## config.mk

```make
export PLATFORM = sky130hd
export DESIGN_NAME = serial_frame_builder_crc16_unit
export DESIGN_NICKNAME = d
export VERILOG_FILES = /design/src/design/sfb_pkg.sv /design/src/design/serial_frame_builder_crc16_unit.sv /design/src/design/sfb_burst_buf.sv
export SDC_FILE = /design/constraint.sdc
export NUM_CORES = 1
export LEC_CHECK = 0
export BUFFER_PORTS_ARGS = -buffer_cell sky130_fd_sc_hd__buf_2
export CORE_UTILIZATION = 50
export DETAILED_ROUTE_END_ITERATION = 12
export GPL_TIMING_DRIVEN = 0
export PLACE_DENSITY_LB_ADDON = 0.05
export SLEW_MARGIN = 20
export SYNTH_ARGS = -nofsm -noshare
export SYNTH_HDL_FRONTEND = slang
export SYNTH_SLANG_ARGS = --single-unit
```

## constraint.sdc

```tcl
create_clock -name clk -period 3.3 [get_ports clk]
set_input_delay 0.495 -clock clk [delete_from_list [all_inputs] [get_ports clk]]
set_output_delay 0.495 -clock clk [all_outputs]
set_load 0.02 [all_outputs]
```

## src/design/sfb_pkg.sv

```systemverilog
package sfb_pkg;

  // One byte of the outgoing stream plus its side flags
  typedef struct packed {
    logic [7:0] data;
    logic       frame_end;
    logic       rejected;
  } frame_byte_t;

  localparam int unsigned BURST_DEPTH = 7;
  localparam int unsigned BURST_CNT_W = 3;

  // Result burst produced by one input transaction
  typedef struct packed {
    logic [BURST_CNT_W-1:0]             cnt;
    frame_byte_t [BURST_DEPTH-1:0]      ent;
  } burst_load_t;

  localparam logic       OP_START   = 1'b0;
  localparam logic       OP_PAYLOAD = 1'b1;

  localparam logic [2:0] CFG_HEADER_FIRST  = 3'd0;
  localparam logic [2:0] CFG_HEADER_SECOND = 3'd1;
  localparam logic [2:0] CFG_TAIL_BYTE     = 3'd2;
  localparam logic [2:0] CFG_MAX_FRAME_LEN = 3'd3;
  localparam logic [2:0] CFG_CRC_INITIAL   = 3'd4;

  localparam logic [8:0]  OVERHEAD_BYTES = 9'd7;
  localparam logic [15:0] CRC_POLY       = 16'h1021;

  // CRC-16, MSB first, one byte folded in
  function automatic logic [15:0] crc16_byte(input logic [15:0] crc_in,
                                             input logic [7:0]  b);
    logic [15:0] c;
    c = crc_in ^ {b, 8'h00};
    for (int i = 0; i < 8; i++) begin
      if (c[15]) begin
        c = {c[14:0], 1'b0} ^ CRC_POLY;
      end else begin
        c = {c[14:0], 1'b0};
      end
    end
    return c;
  endfunction

endpackage

```

## src/design/serial_frame_builder_crc16_unit.sv

```systemverilog
// Serial frame builder with CRC-16/CCITT (poly 0x1021, MSB first, no final
// XOR). A start transaction (op 0) emits header_first, header_second, command
// and length; each payload transaction (op 1) emits its data byte; after the
// last payload byte the CRC over command, length and payload follows, low
// byte first, then tail_byte with frame_end set. A start whose length plus
// seven exceeds max_frame_length gives a single result with rejected and
// frame_end set and out_byte zero. Payload with no frame open is dropped.
// Rate: every input transaction is worked out in the cycle it is accepted
// and its results land in a seven-entry burst buffer that drains one byte
// per cycle while out_stall is low. A transaction with one result (mid-frame
// payload) is accepted every cycle while out_stall is low; one with n results
// holds in_stall until its last result leaves (start: 4, last payload: 4, empty: 7).
module serial_frame_builder_crc16_unit
  import sfb_pkg::*;
(
  input  logic        clk,
  input  logic        rst_n,
  // configuration
  input  logic        cfg_we,
  input  logic [2:0]  cfg_index,
  input  logic [15:0] cfg_wdata,
  // input channel
  input  logic        in_valid,
  output logic        in_stall,
  input  logic        in_op,
  input  logic [7:0]  in_command,
  input  logic [7:0]  in_payload_length,
  input  logic [7:0]  in_data_byte,
  // result channel
  output logic        out_valid,
  input  logic        out_stall,
  output logic [7:0]  out_byte,
  output logic        out_frame_end,
  output logic        out_rejected
);

  // configuration registers
  logic [7:0]  header_first_r, header_second_r, tail_byte_r;
  logic [8:0]  max_frame_len_r;
  logic [15:0] crc_initial_r;

  // frame state
  logic        frame_open_r, frame_open_nxt;
  logic [7:0]  remaining_r, remaining_nxt;
  logic [15:0] crc_r, crc_nxt;

  logic        buf_ready;
  logic        in_accept;
  burst_load_t ld;
  frame_byte_t head;

  // per-transaction combinational terms
  logic [15:0] crc_cmd, crc_hdr, crc_data;
  logic [7:0]  rem_dec;
  logic        too_long;

  assign in_stall  = !buf_ready;
  assign in_accept = in_valid && buf_ready;

  assign crc_cmd  = crc16_byte(crc_initial_r, in_command);
  assign crc_hdr  = crc16_byte(crc_cmd, in_payload_length);
  assign crc_data = crc16_byte(crc_r, in_data_byte);
  assign rem_dec  = remaining_r - 8'd1;
  assign too_long = ({1'b0, in_payload_length} + OVERHEAD_BYTES) > max_frame_len_r;

  // build the result burst and the next frame state
  always_comb begin
    ld             = '0;
    frame_open_nxt = frame_open_r;
    remaining_nxt  = remaining_r;
    crc_nxt        = crc_r;
    if (in_op == OP_START) begin
      frame_open_nxt = 1'b0;
      remaining_nxt  = 8'd0;
      if (too_long) begin
        ld.cnt    = BURST_CNT_W'(1);
        ld.ent[0] = '{data: 8'h00, frame_end: 1'b1, rejected: 1'b1};
      end else begin
        crc_nxt   = crc_hdr;
        ld.ent[0] = '{data: header_first_r,    frame_end: 1'b0, rejected: 1'b0};
        ld.ent[1] = '{data: header_second_r,   frame_end: 1'b0, rejected: 1'b0};
        ld.ent[2] = '{data: in_command,        frame_end: 1'b0, rejected: 1'b0};
        ld.ent[3] = '{data: in_payload_length, frame_end: 1'b0, rejected: 1'b0};
        if (in_payload_length == 8'd0) begin
          // empty payload: close the frame at once
          ld.cnt    = BURST_CNT_W'(7);
          ld.ent[4] = '{data: crc_hdr[7:0],  frame_end: 1'b0, rejected: 1'b0};
          ld.ent[5] = '{data: crc_hdr[15:8], frame_end: 1'b0, rejected: 1'b0};
          ld.ent[6] = '{data: tail_byte_r,   frame_end: 1'b1, rejected: 1'b0};
        end else begin
          ld.cnt         = BURST_CNT_W'(4);
          frame_open_nxt = 1'b1;
          remaining_nxt  = in_payload_length;
        end
      end
    end else if (frame_open_r) begin
      crc_nxt       = crc_data;
      remaining_nxt = rem_dec;
      ld.ent[0]     = '{data: in_data_byte, frame_end: 1'b0, rejected: 1'b0};
      if (rem_dec == 8'd0) begin
        // last payload byte: append CRC and tail
        ld.cnt         = BURST_CNT_W'(4);
        frame_open_nxt = 1'b0;
        ld.ent[1] = '{data: crc_data[7:0],  frame_end: 1'b0, rejected: 1'b0};
        ld.ent[2] = '{data: crc_data[15:8], frame_end: 1'b0, rejected: 1'b0};
        ld.ent[3] = '{data: tail_byte_r,    frame_end: 1'b1, rejected: 1'b0};
      end else begin
        ld.cnt = BURST_CNT_W'(1);
      end
    end
    // payload with no frame open: drop, no result
  end

  // configuration writes
  always_ff @(posedge clk) begin
    if (!rst_n) begin
      header_first_r  <= 8'd170;
      header_second_r <= 8'd85;
      tail_byte_r     <= 8'd13;
      max_frame_len_r <= 9'd128;
      crc_initial_r   <= 16'hFFFF;
    end else if (cfg_we) begin
      unique case (cfg_index)
        CFG_HEADER_FIRST:  header_first_r  <= cfg_wdata[7:0];
        CFG_HEADER_SECOND: header_second_r <= cfg_wdata[7:0];
        CFG_TAIL_BYTE:     tail_byte_r     <= cfg_wdata[7:0];
        CFG_MAX_FRAME_LEN: max_frame_len_r <= cfg_wdata[8:0];
        CFG_CRC_INITIAL:   crc_initial_r   <= cfg_wdata;
        default: ;
      endcase
    end
  end

  // advance frame state on each accepted transaction
  always_ff @(posedge clk) begin
    if (!rst_n) begin
      frame_open_r <= 1'b0;
      remaining_r  <= 8'd0;
      crc_r        <= 16'd0;
    end else if (in_accept) begin
      frame_open_r <= frame_open_nxt;
      remaining_r  <= remaining_nxt;
      crc_r        <= crc_nxt;
    end
  end

  sfb_burst_buf u_burst_buf (
    .clk       (clk),
    .rst_n     (rst_n),
    .load      (in_accept),
    .ld        (ld),
    .out_stall (out_stall),
    .ready     (buf_ready),
    .out_valid (out_valid),
    .head      (head)
  );

  assign out_byte      = head.data;
  assign out_frame_end = head.frame_end;
  assign out_rejected  = head.rejected;

`ifndef SYNTHESIS
  a_open_has_bytes: assert property (@(posedge clk) disable iff (!rst_n)
    frame_open_r |-> remaining_r != 8'd0)
    else $error("frame open with nothing left");
  a_reject_closes: assert property (@(posedge clk) disable iff (!rst_n)
    (in_accept && in_op == OP_START && too_long) |=> !frame_open_r)
    else $error("rejected start left a frame open");
  a_drop_closed: assert property (@(posedge clk) disable iff (!rst_n)
    (in_accept && in_op == OP_PAYLOAD && !frame_open_r) |=> !out_valid)
    else $error("payload with no frame produced a result");
`endif

endmodule

```

## src/design/sfb_burst_buf.sv

```systemverilog
module sfb_burst_buf
  import sfb_pkg::*;
(
  input  logic        clk,
  input  logic        rst_n,
  input  logic        load,
  input  burst_load_t ld,
  input  logic        out_stall,
  output logic        ready,
  output logic        out_valid,
  output frame_byte_t head
);

  frame_byte_t [BURST_DEPTH-1:0] ent_r, ent_nxt;
  logic [BURST_CNT_W-1:0]        cnt_r, cnt_nxt;
  logic                          pop;

  assign out_valid = (cnt_r != '0);
  assign head      = ent_r[0];
  assign pop       = out_valid && !out_stall;
  // take a new burst when empty or once the last pending byte leaves this cycle
  assign ready     = (cnt_r == '0) || ((cnt_r == BURST_CNT_W'(1)) && pop);

  always_comb begin
    ent_nxt = ent_r;
    cnt_nxt = cnt_r;
    if (load) begin
      ent_nxt = ld.ent;
      cnt_nxt = ld.cnt;
    end else if (pop) begin
      for (int i = 0; i < BURST_DEPTH - 1; i++) begin
        ent_nxt[i] = ent_r[i+1];
      end
      cnt_nxt = cnt_r - BURST_CNT_W'(1);
    end
  end

  always_ff @(posedge clk) begin
    ent_r <= ent_nxt;
    if (!rst_n) begin
      cnt_r <= '0;
    end else begin
      cnt_r <= cnt_nxt;
    end
  end

`ifndef SYNTHESIS
  a_load_when_ready: assert property (@(posedge clk) disable iff (!rst_n)
    load |-> ready)
    else $error("burst loaded over pending bytes");
  a_load_count: assert property (@(posedge clk) disable iff (!rst_n)
    load |=> cnt_r == $past(ld.cnt))
    else $error("burst count not taken");
  a_pop_count: assert property (@(posedge clk) disable iff (!rst_n)
    (pop && !load) |=> cnt_r == $past(cnt_r) - BURST_CNT_W'(1))
    else $error("pop did not retire one byte");
  a_reject_ends: assert property (@(posedge clk) disable iff (!rst_n)
    (out_valid && head.rejected) |-> (head.frame_end && head.data == 8'h00))
    else $error("rejection result malformed");
`endif

endmodule

```

==> results of run 1 <==
==> state kept, by name, summed over array words and instances, names as in the netlist <==
| signal | flops |
|---|---|
| crc_initial_r | 16 |
| crc_r | 16 |
| frame_open_r | 1 |
| header_first_r | 8 |
| header_second_r | 8 |
| max_frame_len_r | 9 |
| remaining_r | 8 |
| tail_byte_r | 8 |
| u_burst_buf.cnt_r | 3 |
| u_burst_buf.ent_r | 54 |
| u_burst_buf.head | 10 |
==> layout make-up <==
| cell class | instances | area (um^2) | share of cell area, % |
|---|---|---|---|
| Clock buffer | 28 | 554 | 6.52 |
| Sequential cell | 141 | 3460 | 40.7 |
| Clock inverter | 4 | 21.3 | 0.250 |
| Multi-Input combinational cell | 558 | 3590 | 42.3 |
| Buffer | 53 | 250 | 2.94 |
| Inverter | 27 | 101 | 1.19 |
| Tap cell | 184 | 230 | 2.71 |
| Timing Repair Buffer | 57 | 288 | 3.39 |
==> final timing paths <==
path                        start                    end
max          in_payload_length[0]  u_burst_buf.ent_r[48]
min                 cfg_wdata[10]      crc_initial_r[10]
max reg2reg  u_burst_buf.cnt_r[0]    u_burst_buf.head[1]
min reg2reg    max_frame_len_r[4]     max_frame_len_r[4]
==> worst min-delay path: cells and delay by family <==
family / cells / cell delay (ns)
buffers and inverters: 1 / 0.08
and+or+nand+nor: 2 / 0.10
==> metrics by stage <==
step | util, % | hold WS, ns | cell area (um^2)
5_1_grt | 58.7 | 0.283 | 8500
3_3_place_gp | 54.5 | 0.447 | 7890
6_report | 58.7 | 0.276 | 8500
2_1_floorplan | - | 0.436 | 7380
3_5_place_dp | 54.6 | 0.451 | 7900
4_1_cts | 58.7 | 0.268 | 8490
==> cell usage in the layout, fill, tap and decap left out, types with 13 or more instances in the layout <==
cell type  count
ha_1          16
o21ai_0       44
dfxtp_1       77
edfxtp_1      64
inv_1         25
xnor2_1       51
clkbuf_1      40
buf_2         58
clkbuf_16     20
nor2_1        17
and2_1        14
a22oi_1       16
nand2_1      166
nand3_1       38
xor2_1        20
a21oi_1       41
a2bb2oi_1     13
==> repair_timing <==
item                       CTS  global route
buffers inserted             1             0
pin swaps                    1             0
setup endpoints to repair  108            48
gates resized for setup      3             7
hold buffers                 0             0
==> power by group through the flow <==
stage               Combinational (mW)  Sequential [mW]  Clock, mW
floorplan                         1.78             2.75          0
global placement                  2.53             2.79          0
detailed placement                2.55             2.78          0
CTS                               2.59             2.74       1.89
global route                      2.85             2.79       1.96
finish                            2.63             2.75       1.87
==> kinds of logic (layout without fill, tap and decap cells) <==
| logic type | after synthesis | after routing | share of synthesized area, % |
|---|---|---|---|
| multiplexers | 3 | 3 | 0.458 |
| AO/OA/AOI/OAI | 177 | 177 | 16.1 |
| flip-flops | 141 | 141 | 46.9 |
| adder cells (fa/ha/maj) | 16 | 16 | 2.71 |
| AND/OR/NAND/NOR | 279 | 279 | 17.2 |
| XOR/XNOR | 83 | 83 | 11.9 |
| buffers and inverters | 80 | 169 | 4.70 |
==> routing by layer <==
| metal | GRT usage (%) | share of wire (%) |
|---|---|---|
| met4 | 14.1 | 3.7 |
| met1 | 42.0 | 42 |
| met3 | 7.29 | 8.1 |
| met5 | 0 | 0 |
| met2 | 49.2 | 46 |
==> impl_metrics.yaml, run 1 <==
placed_design:
  hpwlAfterDp_mm: 17.0
  dp.cells: 1019
  gp_congestion: 0.953
  port_buffers: 56
  dp_slack_ns: -0.700
synth:
  synth_common_cells: "167 x nand2_1, 77 x dfxtp_1, 64 x edfxtp_1"
  yosys_register_bits: 141
  yosysTopAreaCellShare_pct: 26.0
  synthTopCellsByArea: "edfxtp_1 26%, dfxtp_1 21%, nand2_1 8.5%, xnor2_1 6.1%, o21ai_0 3.0%"
  synth_cell_types: 60
  synth_most_common_cell: "nand2_1"
  synth_area_um2: 7380
  synthArstFlopShare_pct: 0
  synth_top_area_cell: "edfxtp_1"
  synth_fp_nets: 844
  syn_avg_cell_area_um2: 9.47
  ys.flop_type: "dfxtp_1"
  ys_warn_count: 0
  synth_edf_count: 64
  syn_inst: 779
  seq_area_frac_synth_pct: 46.9
die:
  die_h_um: 123
  core_um2: 14500
  start_util_pct: 51.0
  row_count: 44
  io_pins: 61
  dieArea_um2: 15300
  die_width_um: 123
finish:
  layout-drive-gt1-share_pct: 14.4
  num_antenna_cells: 0
  fillCellCount: 1278
  fin_nets: 920
  area_growth_syn_to_layout_pct: 15.2
  instances_no_fill: 1052
clocking:
  numClockSinks: 141
  tritoncts: "done"
  cts_buffer_depth: 2
  path_clk_slew_ns: 0.06
  root_buffer: "clkbuf_16"
  cts_buffers: 17
  htreeDepth: 4
  insertion_delay_ns: 0.43
sta:
  setup_viol_count_final: 0
  skew_ns: 0.0125
  tightest_slew_ns: 1.01
  setup_slack_ns: 0.135
  fin_crit_ns: 3.17
  setup_tns_ns: 0
  worst_slew_margin_rel_pct: 32.6
  slew_violations: 0
  hold_violations: 0
  fin_crit_sh_pct: 95.9
  rsz0062_at_grt: "no"
  clock.fmax_mhz: 316
route:
  dr.pass1.iters: 5
  wl_per_cell_um: 21.8
  vias: 6242
  wl_mm: 22.9
  viasPerCell: 5.93
  drc: 0
  ant_nets: 0
  drtIter0Drc: 636
worst_setup_path:
  cp_num_buf_inv: 3
  slowest_stage: "nand4_1"
  critPathMaxStageDelay_ns: 0.44
  reg2reg_slack_ns: 0.28
  rr_worst_depth: 7
  path_class: "in2reg"
  worstSetupPathDepth: 12
  start_kind: "input port"
  critPathRequiredTime_ns: 3.54
  crit_family: "compound AO/OA/AOI/OAI gates"
  cp_max_fo: 8
  end_kind: "register"
  crit_chain: "buf_2 > inv_1 > ha_1 > a21boi_1 > and3_1 > ha_1 > a21oi_1 > o21ai_0 > o211ai_1 > buf_4 > nand4_1 > o21ai_0"
  worstPathArrival_ns: 3.41
pwr:
  p_total_mw: 7.25
  power_leakage_nw: 3.31
  internal_power_mw: 4.63
  powerDensity_nw_per_um2: 853
  ir_drop_uv: 462
  power.switching_mw: 2.62
  clkPwrFrac_pct: 25.8
  power_frac_seq_pct: 37.9
  sw_frac_of_total_pct: 36.2
  pwr-share-comb_pct: 36.3
grt:
  grt_max_degree: 56
  grt-ovfl-total: 0
  antenna_found_initial: 0
  grt_usage_pct: 31.7
  first_global_vias: 5912
  grt_pass1_wl_mm: 34.2
min_path:
  whs_path_depth: 3
  hold_path.class: "in2reg"
run:
  maxCapViolations: 0
outcome:
  outcome: "finished, final reports clean"
Note: power is estimated with default switching activity, not from simulation.
==> run 2, diff against run 1 <==
--- a/config.mk
+++ b/config.mk
@@ -7,6 +7,7 @@
 export LEC_CHECK = 0
 export BUFFER_PORTS_ARGS = -buffer_cell sky130_fd_sc_hd__buf_2
 export CORE_UTILIZATION = 50
+export CTS_BUF_LIST = sky130_fd_sc_hd__clkbuf_2 sky130_fd_sc_hd__clkbuf_4 sky130_fd_sc_hd__clkbuf_8
 export DETAILED_ROUTE_END_ITERATION = 12
 export GPL_TIMING_DRIVEN = 0
 export PLACE_DENSITY_LB_ADDON = 0.05
==> constraint.sdc (replaced) <==
create_clock -name clk -period 3.16 [get_ports clk]
set_input_delay 0.474 -clock clk [delete_from_list [all_inputs] [get_ports clk]]
set_output_delay 0.474 -clock clk [all_outputs]
set_load 0.02 [all_outputs]
==> run 2 against run 1 <==
  * Clock-buffer cell count shrank 8
  * Critical path type is now reg2reg
  * Clock power shrank 30%
  * Sequential cell count is the same
  * Non-clock buffer count grew 3
  * Sequential power grew 4%
  * Clock skew shrank 0.0030 ns
  * Setup slack gained 0.056 ns
  * Register-to-register slack lost 0.09 ns
  * Via count grew 0.77%
  * Largest power group unchanged
  * Combinational power grew 5%
  * Hold slack lost 0.052 ns
==> impl_metrics.yaml, run 2 (synthesis gave the netlist of run 1 again) <==
placed_design:
  gp_congestion: 0.906
  port_buffers: 56
  dpl_cell_area_um2: 7900
  hpwlAfterDp_mm: 17.1
sta:
  clock.fmax_mhz: 337
  hold_violations: 0
  slew_violations: 0
  skew_ns: 0.00954
  tightest_slew_ns: 0.955
  worst_slew_margin_rel_pct: 36.3
  setup_viol_count_final: 0
  fin_crit_ns: 2.97
  rsz0062_at_grt: "no"
  fin_crit_sh_pct: 94.0
die:
  die_h_um: 123
  die_width_um: 123
  dieArea_um2: 15300
  core_um2: 14500
  row_count: 44
  io_pins: 61
  start_util_pct: 51.0
route:
  viasPerCell: 5.96
  dr.pass1.iters: 5
  vias: 6290
  wl_mm: 22.8
  wl_per_cell_um: 21.6
  drtIter0Drc: 589
  ant_nets: 0
  drc: 0
clocking:
  cts_buffer_depth: 2
  cts_hold_buf: 0
  cts_buffers: 17
  path_clk_slew_ns: 0.08
  insertion_delay_ns: 0.46
  root_buffer: "clkbuf_8"
  htreeDepth: 4
  tritoncts: "done"
  numClockSinks: 141
worst_setup_path:
  crit_family: "buffers and inverters"
  end_kind: "register"
  cp_num_buf_inv: 4
  slowest_stage: "o211ai_1"
  critPathMaxStageDelay_ns: 0.55
  cp_max_fo: 55
  crit_chain: "inv_1 > ha_1 > clkbuf_1 > o211ai_1 > clkbuf_1 > buf_2 > nand2_8"
  critPathRequiredTime_ns: 3.27
  critPathMostFrequentCell: "clkbuf_1"
  worstPathArrival_ns: 3.08
  reg2reg_from: "u_burst_buf.cnt_r[0]"
  worstSetupPathDepth: 7
  path_class: "reg2reg"
  start_kind: "register"
  r2r-end: "u_burst_buf.head[4]"
  reg2reg_slack_ns: 0.19
  rr_worst_depth: 7
finish:
  fillCellCount: 1332
  top_regs: "u_burst_buf.ent_r x54, crc_initial_r x16, crc_r x16"
  layout-drive-gt1-share_pct: 15.4
  most-common-layout-cells: "166 x nand2_1, 77 x dfxtp_1, 64 x edfxtp_1"
  num_antenna_cells: 0
  fin_area_um2: 8300
  largest_reg_flops: 54
  top_register: "u_burst_buf.ent_r"
  fin_nets: 923
  layout_commonest_cell: "nand2_1"
  area_growth_syn_to_layout_pct: 12.4
grt:
  antenna_found_initial: 0
  grt-ovfl-total: 0
  grt_max_degree: 56
  first_global_vias: 5852
  grt_usage_pct: 31.5
  grt_pass1_wl_mm: 33.8
min_path:
  hold_path.class: "in2reg"
  worstHoldStart: "cfg_wdata[9]"
  whs_path_depth: 3
  hold_end: "crc_initial_r[9]"
run:
  maxCapViolations: 0
pwr:
  ir_drop_uv: 390
  powerDensity_nw_per_um2: 833
  power_leakage_nw: 3.21
  p_total_mw: 6.91
outcome:
  outcome: "finished, final reports clean"
run 2: metrics by stage:
step | utilization (%) | hold slack (ns) | worst slack, ns | std cells | TNS, ns
after floorplan | - | 0.436 | 0.153 | 779 | 0
final | 57.3 | 0.224 | 0.190 | 1055 | 0
after global placement | 54.5 | 0.447 | -0.819 | 1019 | -85.86
after CTS | 57.1 | 0.201 | 0.0863 | 1053 | 0
after detailed placement | 54.6 | 0.451 | -0.880 | 1019 | -70.48
after global routing | 57.3 | 0.223 | 0.0155 | 1055 | 0
run 2: how the worst max path moves through the flow:
stage	from	end	slack (ns)
3_5_place_dp	in_payload_length[3]	u_burst_buf.ent_r[19]	-0.88
6_report	u_burst_buf.cnt_r[0]	u_burst_buf.head[4]	0.19
2_1_floorplan	in_payload_length[3]	u_burst_buf.ent_r[24]	0.15
3_3_place_gp	in_payload_length[3]	u_burst_buf.ent_r[19]	-0.82
5_1_grt	in_payload_length[0]	u_burst_buf.ent_r[19]	0.02
4_1_cts	in_payload_length[0]	crc_r[2]	0.09
run 2: metal layers:
metal  wire length, um  vias up  share of wire (%)  global-route usage (%)
li1                  -     2916                  -                       -
met1              9750     2979                 43                    42.6
met2             10100      337                 44                    47.7
met3              1900       58                8.3                    5.63
met4              1010        0                4.4                    17.3
met5                 0        -                  0                       0
run 2: layout make-up:
type | instances | area [um^2] | share of cell area [%]
multi-input combinational | 558 | 3590 | 43.2
sequential | 141 | 3460 | 41.7
timing repair buffer | 60 | 310 | 3.74
clock buffer | 20 | 275 | 3.32
buffer | 53 | 256 | 3.09
tap | 184 | 230 | 2.77
inverter | 27 | 104 | 1.25
clock inverter | 12 | 71.3 | 0.859
run 2: power breakdown:
part	internal [mW]	total [mW]	switching, mW
combinational	0.995	2.75	1.76
clock	0.591	1.30	0.708
sequential	2.65	2.86	0.216
run 2: worst register-to-register path, delay by kind of cell, from the launching register on:
kind	cells	cell delay (ns)
adder cells (fa/ha/maj)	1	0.19
buffers and inverters	4	1.16
AND/OR/NAND/NOR	1	0.34
AO/OA/AOI/OAI	1	0.55
flip-flops	1	0.36
run 2: timing repair:
item	4_1_cts	5_1_grt
buffers inserted	2	2
pin swaps	1	0
endpoints found under the setup margin	130	60
resized for setup	4	13
==> run 3, diff against run 2 <==
--- a/config.mk
+++ b/config.mk
@@ -6,6 +6,8 @@
 export NUM_CORES = 1
 export LEC_CHECK = 0
 export BUFFER_PORTS_ARGS = -buffer_cell sky130_fd_sc_hd__buf_2
+export CORE_ASPECT_RATIO = 1.4
+export CORE_MARGIN = 4
 export CORE_UTILIZATION = 50
 export CTS_BUF_LIST = sky130_fd_sc_hd__clkbuf_2 sky130_fd_sc_hd__clkbuf_4 sky130_fd_sc_hd__clkbuf_8
 export DETAILED_ROUTE_END_ITERATION = 12
==> run 3 against run 2 <==
  * The flow now finishes with violations (DRC)
  * Wire length decreased by 2.5%
  * Clock-buffer cell count decreased by 3
  * Sequential share of layout area decreased by 0.20 points
  * Total power increased by 0.55%
  * Setup slack got worse by 0.022 ns
  * Highest routed layer unchanged
  * First-iteration DRC count decreased by 16%
  * Critical path type is now in2reg
  * Design area increased by 0.48%
  * Die area increased by 10%
==> impl_metrics.yaml, run 3 (synthesis gave the netlist of run 1 again) <==
outcome:
  outcome: "complete, but fails checks"
  violations: "DRC"
route:
  wl_mm: 22.2
  drc: 1
  wl_per_cell_um: 21.0
  viasPerCell: 5.82
  drtIter0Drc: 494
  ant_nets: 0
  dr.pass1.iters: 9
  vias: 6166
grt:
  grt-ovfl-total: 0
  antenna_found_initial: 0
  grt_pass1_wl_mm: 34.3
  grt_max_degree: 56
  first_global_vias: 6037
  grt_usage_pct: 27.0
finish:
  layout-drive-gt1-share_pct: 15.8
  fillCellCount: 1329
  top_regs: "u_burst_buf.ent_r x54, crc_initial_r x16, crc_r x16"
  layout_commonest_cell: "nand2_1"
  num_antenna_cells: 0
  area_growth_syn_to_layout_pct: 13.0
  top_register: "u_burst_buf.ent_r"
  post-route-util_pct: 57.7
  most-common-layout-cells: "165 x nand2_1, 77 x dfxtp_1, 64 x edfxtp_1"
  fin_nets: 923
  largest_reg_flops: 54
sta:
  skew_ns: 0.0122
  fin_crit_ns: 2.99
  clock.fmax_mhz: 334
  setup_slack_ns: 0.168
  worst_slew_margin_rel_pct: 33.9
  fin_crit_sh_pct: 94.7
  slew_violations: 0
  setup_viol_count_final: 0
  rsz0062_at_grt: "no"
  tightest_slew_ns: 0.991
  hold_violations: 0
die:
  io_pins: 61
  core_um2: 14400
  die_h_um: 152
  dieArea_um2: 16800
  die_width_um: 111
  row_count: 52
  start_util_pct: 51.1
worst_setup_path:
  critPathRequiredTime_ns: 3.46
  reg2reg_from: "u_burst_buf.cnt_r[0]"
  rr_worst_depth: 7
  r2r-end: "u_burst_buf.ent_r[39]"
  reg2reg_slack_ns: 0.29
  path_class: "in2reg"
  worstPathArrival_ns: 3.29
  cp_max_fo: 10
  end_kind: "register"
  start_kind: "input port"
clocking:
  htreeDepth: 4
  cts_buffers: 17
  numClockSinks: 141
  cts_hold_buf: 0
  cts_buffer_depth: 2
  path_clk_slew_ns: 0.09
  root_buffer: "clkbuf_8"
  tritoncts: "done"
  insertion_delay_ns: 0.46
pwr:
  internal_power_mw: 4.27
  power_leakage_nw: 3.23
  power.switching_mw: 2.68
  sw_frac_of_total_pct: 38.5
  pwr-share-comb_pct: 38.5
  clkPwrFrac_pct: 20.3
  ir_drop_uv: 651
  power_frac_seq_pct: 41.2
  powerDensity_nw_per_um2: 834
  p_total_mw: 6.95
min_path:
  worstHoldStart: "cfg_wdata[14]"
  hold_path.class: "in2reg"
  whs_path_depth: 3
  hold_end: "crc_initial_r[14]"
placed_design:
  port_buffers: 56
  dp_slack_ns: -0.798
  gp_congestion: 0.947
  hpwlAfterDp_mm: 17.2
run:
  maxCapViolations: 0
[run 3: cell types whose count changed in the layout (fill, tap and decap cells not counted), moves of 3 or more]
cell / delta
clkbuf_8: -3
clkinv_4: +4
inv_6: +4
clkinv_2: -4
[run 3: through the flow]
stage	TNS (ns)	std cells	hold slack [ns]	area, um^2
finish	0	1060	0.218	8340
global route	0	1060	0.222	8340
CTS	0	1058	0.208	8300
detailed placement	-58.19	1024	0.451	7910
global placement	-72.02	1024	0.449	7900
floorplan	0	779	0.436	7380
[run 3: how the worst max path moves through the flow]
| stage | startpoint | endpoint | cells past startpoint |
|---|---|---|---|
| 2_1_floorplan | in_payload_length[3] | u_burst_buf.ent_r[24] | 11 |
| 6_report | in_payload_length[0] | u_burst_buf.ent_r[36] | 13 |
| 3_3_place_gp | in_payload_length[3] | u_burst_buf.ent_r[24] | 11 |
| 3_5_place_dp | in_payload_length[3] | u_burst_buf.ent_r[25] | 11 |
| 4_1_cts | in_payload_length[0] | u_burst_buf.ent_r[63] | 13 |
| 5_1_grt | in_payload_length[0] | remaining_r[5] | 13 |
[run 3: worst max-delay path: stages]
cell and delay (ns):
buf_2 0.13, inv_1 0.22, ha_1 0.25, a21boi_1 0.11, and3_1 0.20, ha_1 0.32, nand4_1 0.14, or3_1 0.39
o211ai_1 0.11, buf_4 0.17, clkbuf_2 0.24, nand3_1 0.29, o21ai_0 0.24
[run 3: what timing repair did]
item,4_1_cts,5_1_grt
gates resized for setup,4,12
buffers inserted,2,2
endpoints found under the setup margin,118,115
pin swaps,1,0
endpoints found under the hold margin,0,0
[run 3: power groups by stage]
stage	clock [mW]	sequential, mW	combinational [mW]
after floorplan	0	2.86	1.87
after global placement	0	2.89	2.56
after detailed placement	0	2.91	2.61
after CTS	1.42	2.87	2.64
after global routing	1.50	2.91	2.91
final	1.41	2.86	2.68
[run 3: final cells by class]
type                    count  area (um^2)  area share (%)
multi-input cells         558         3600            43.2
flip-flops and latches    141         3460            41.5
repair buffers             60          310            3.72
plain buffers              53          254            3.05
well taps                 189          236            2.84
clock buffers              17          234            2.81
clock inverters            15          139            1.67
inverters                  27          101            1.22
[run 3: layer usage]
layer | vias up | part of all wire [%] | GRT usage (%)
met3 | 48 | 7.5 | 5.36
met1 | 2920 | 39 | 32.1
met2 | 281 | 50 | 47.6
met4 | 0 | 3.6 | 12.0
met5 | - | 0 | 0
li1 | 2917 | - | -
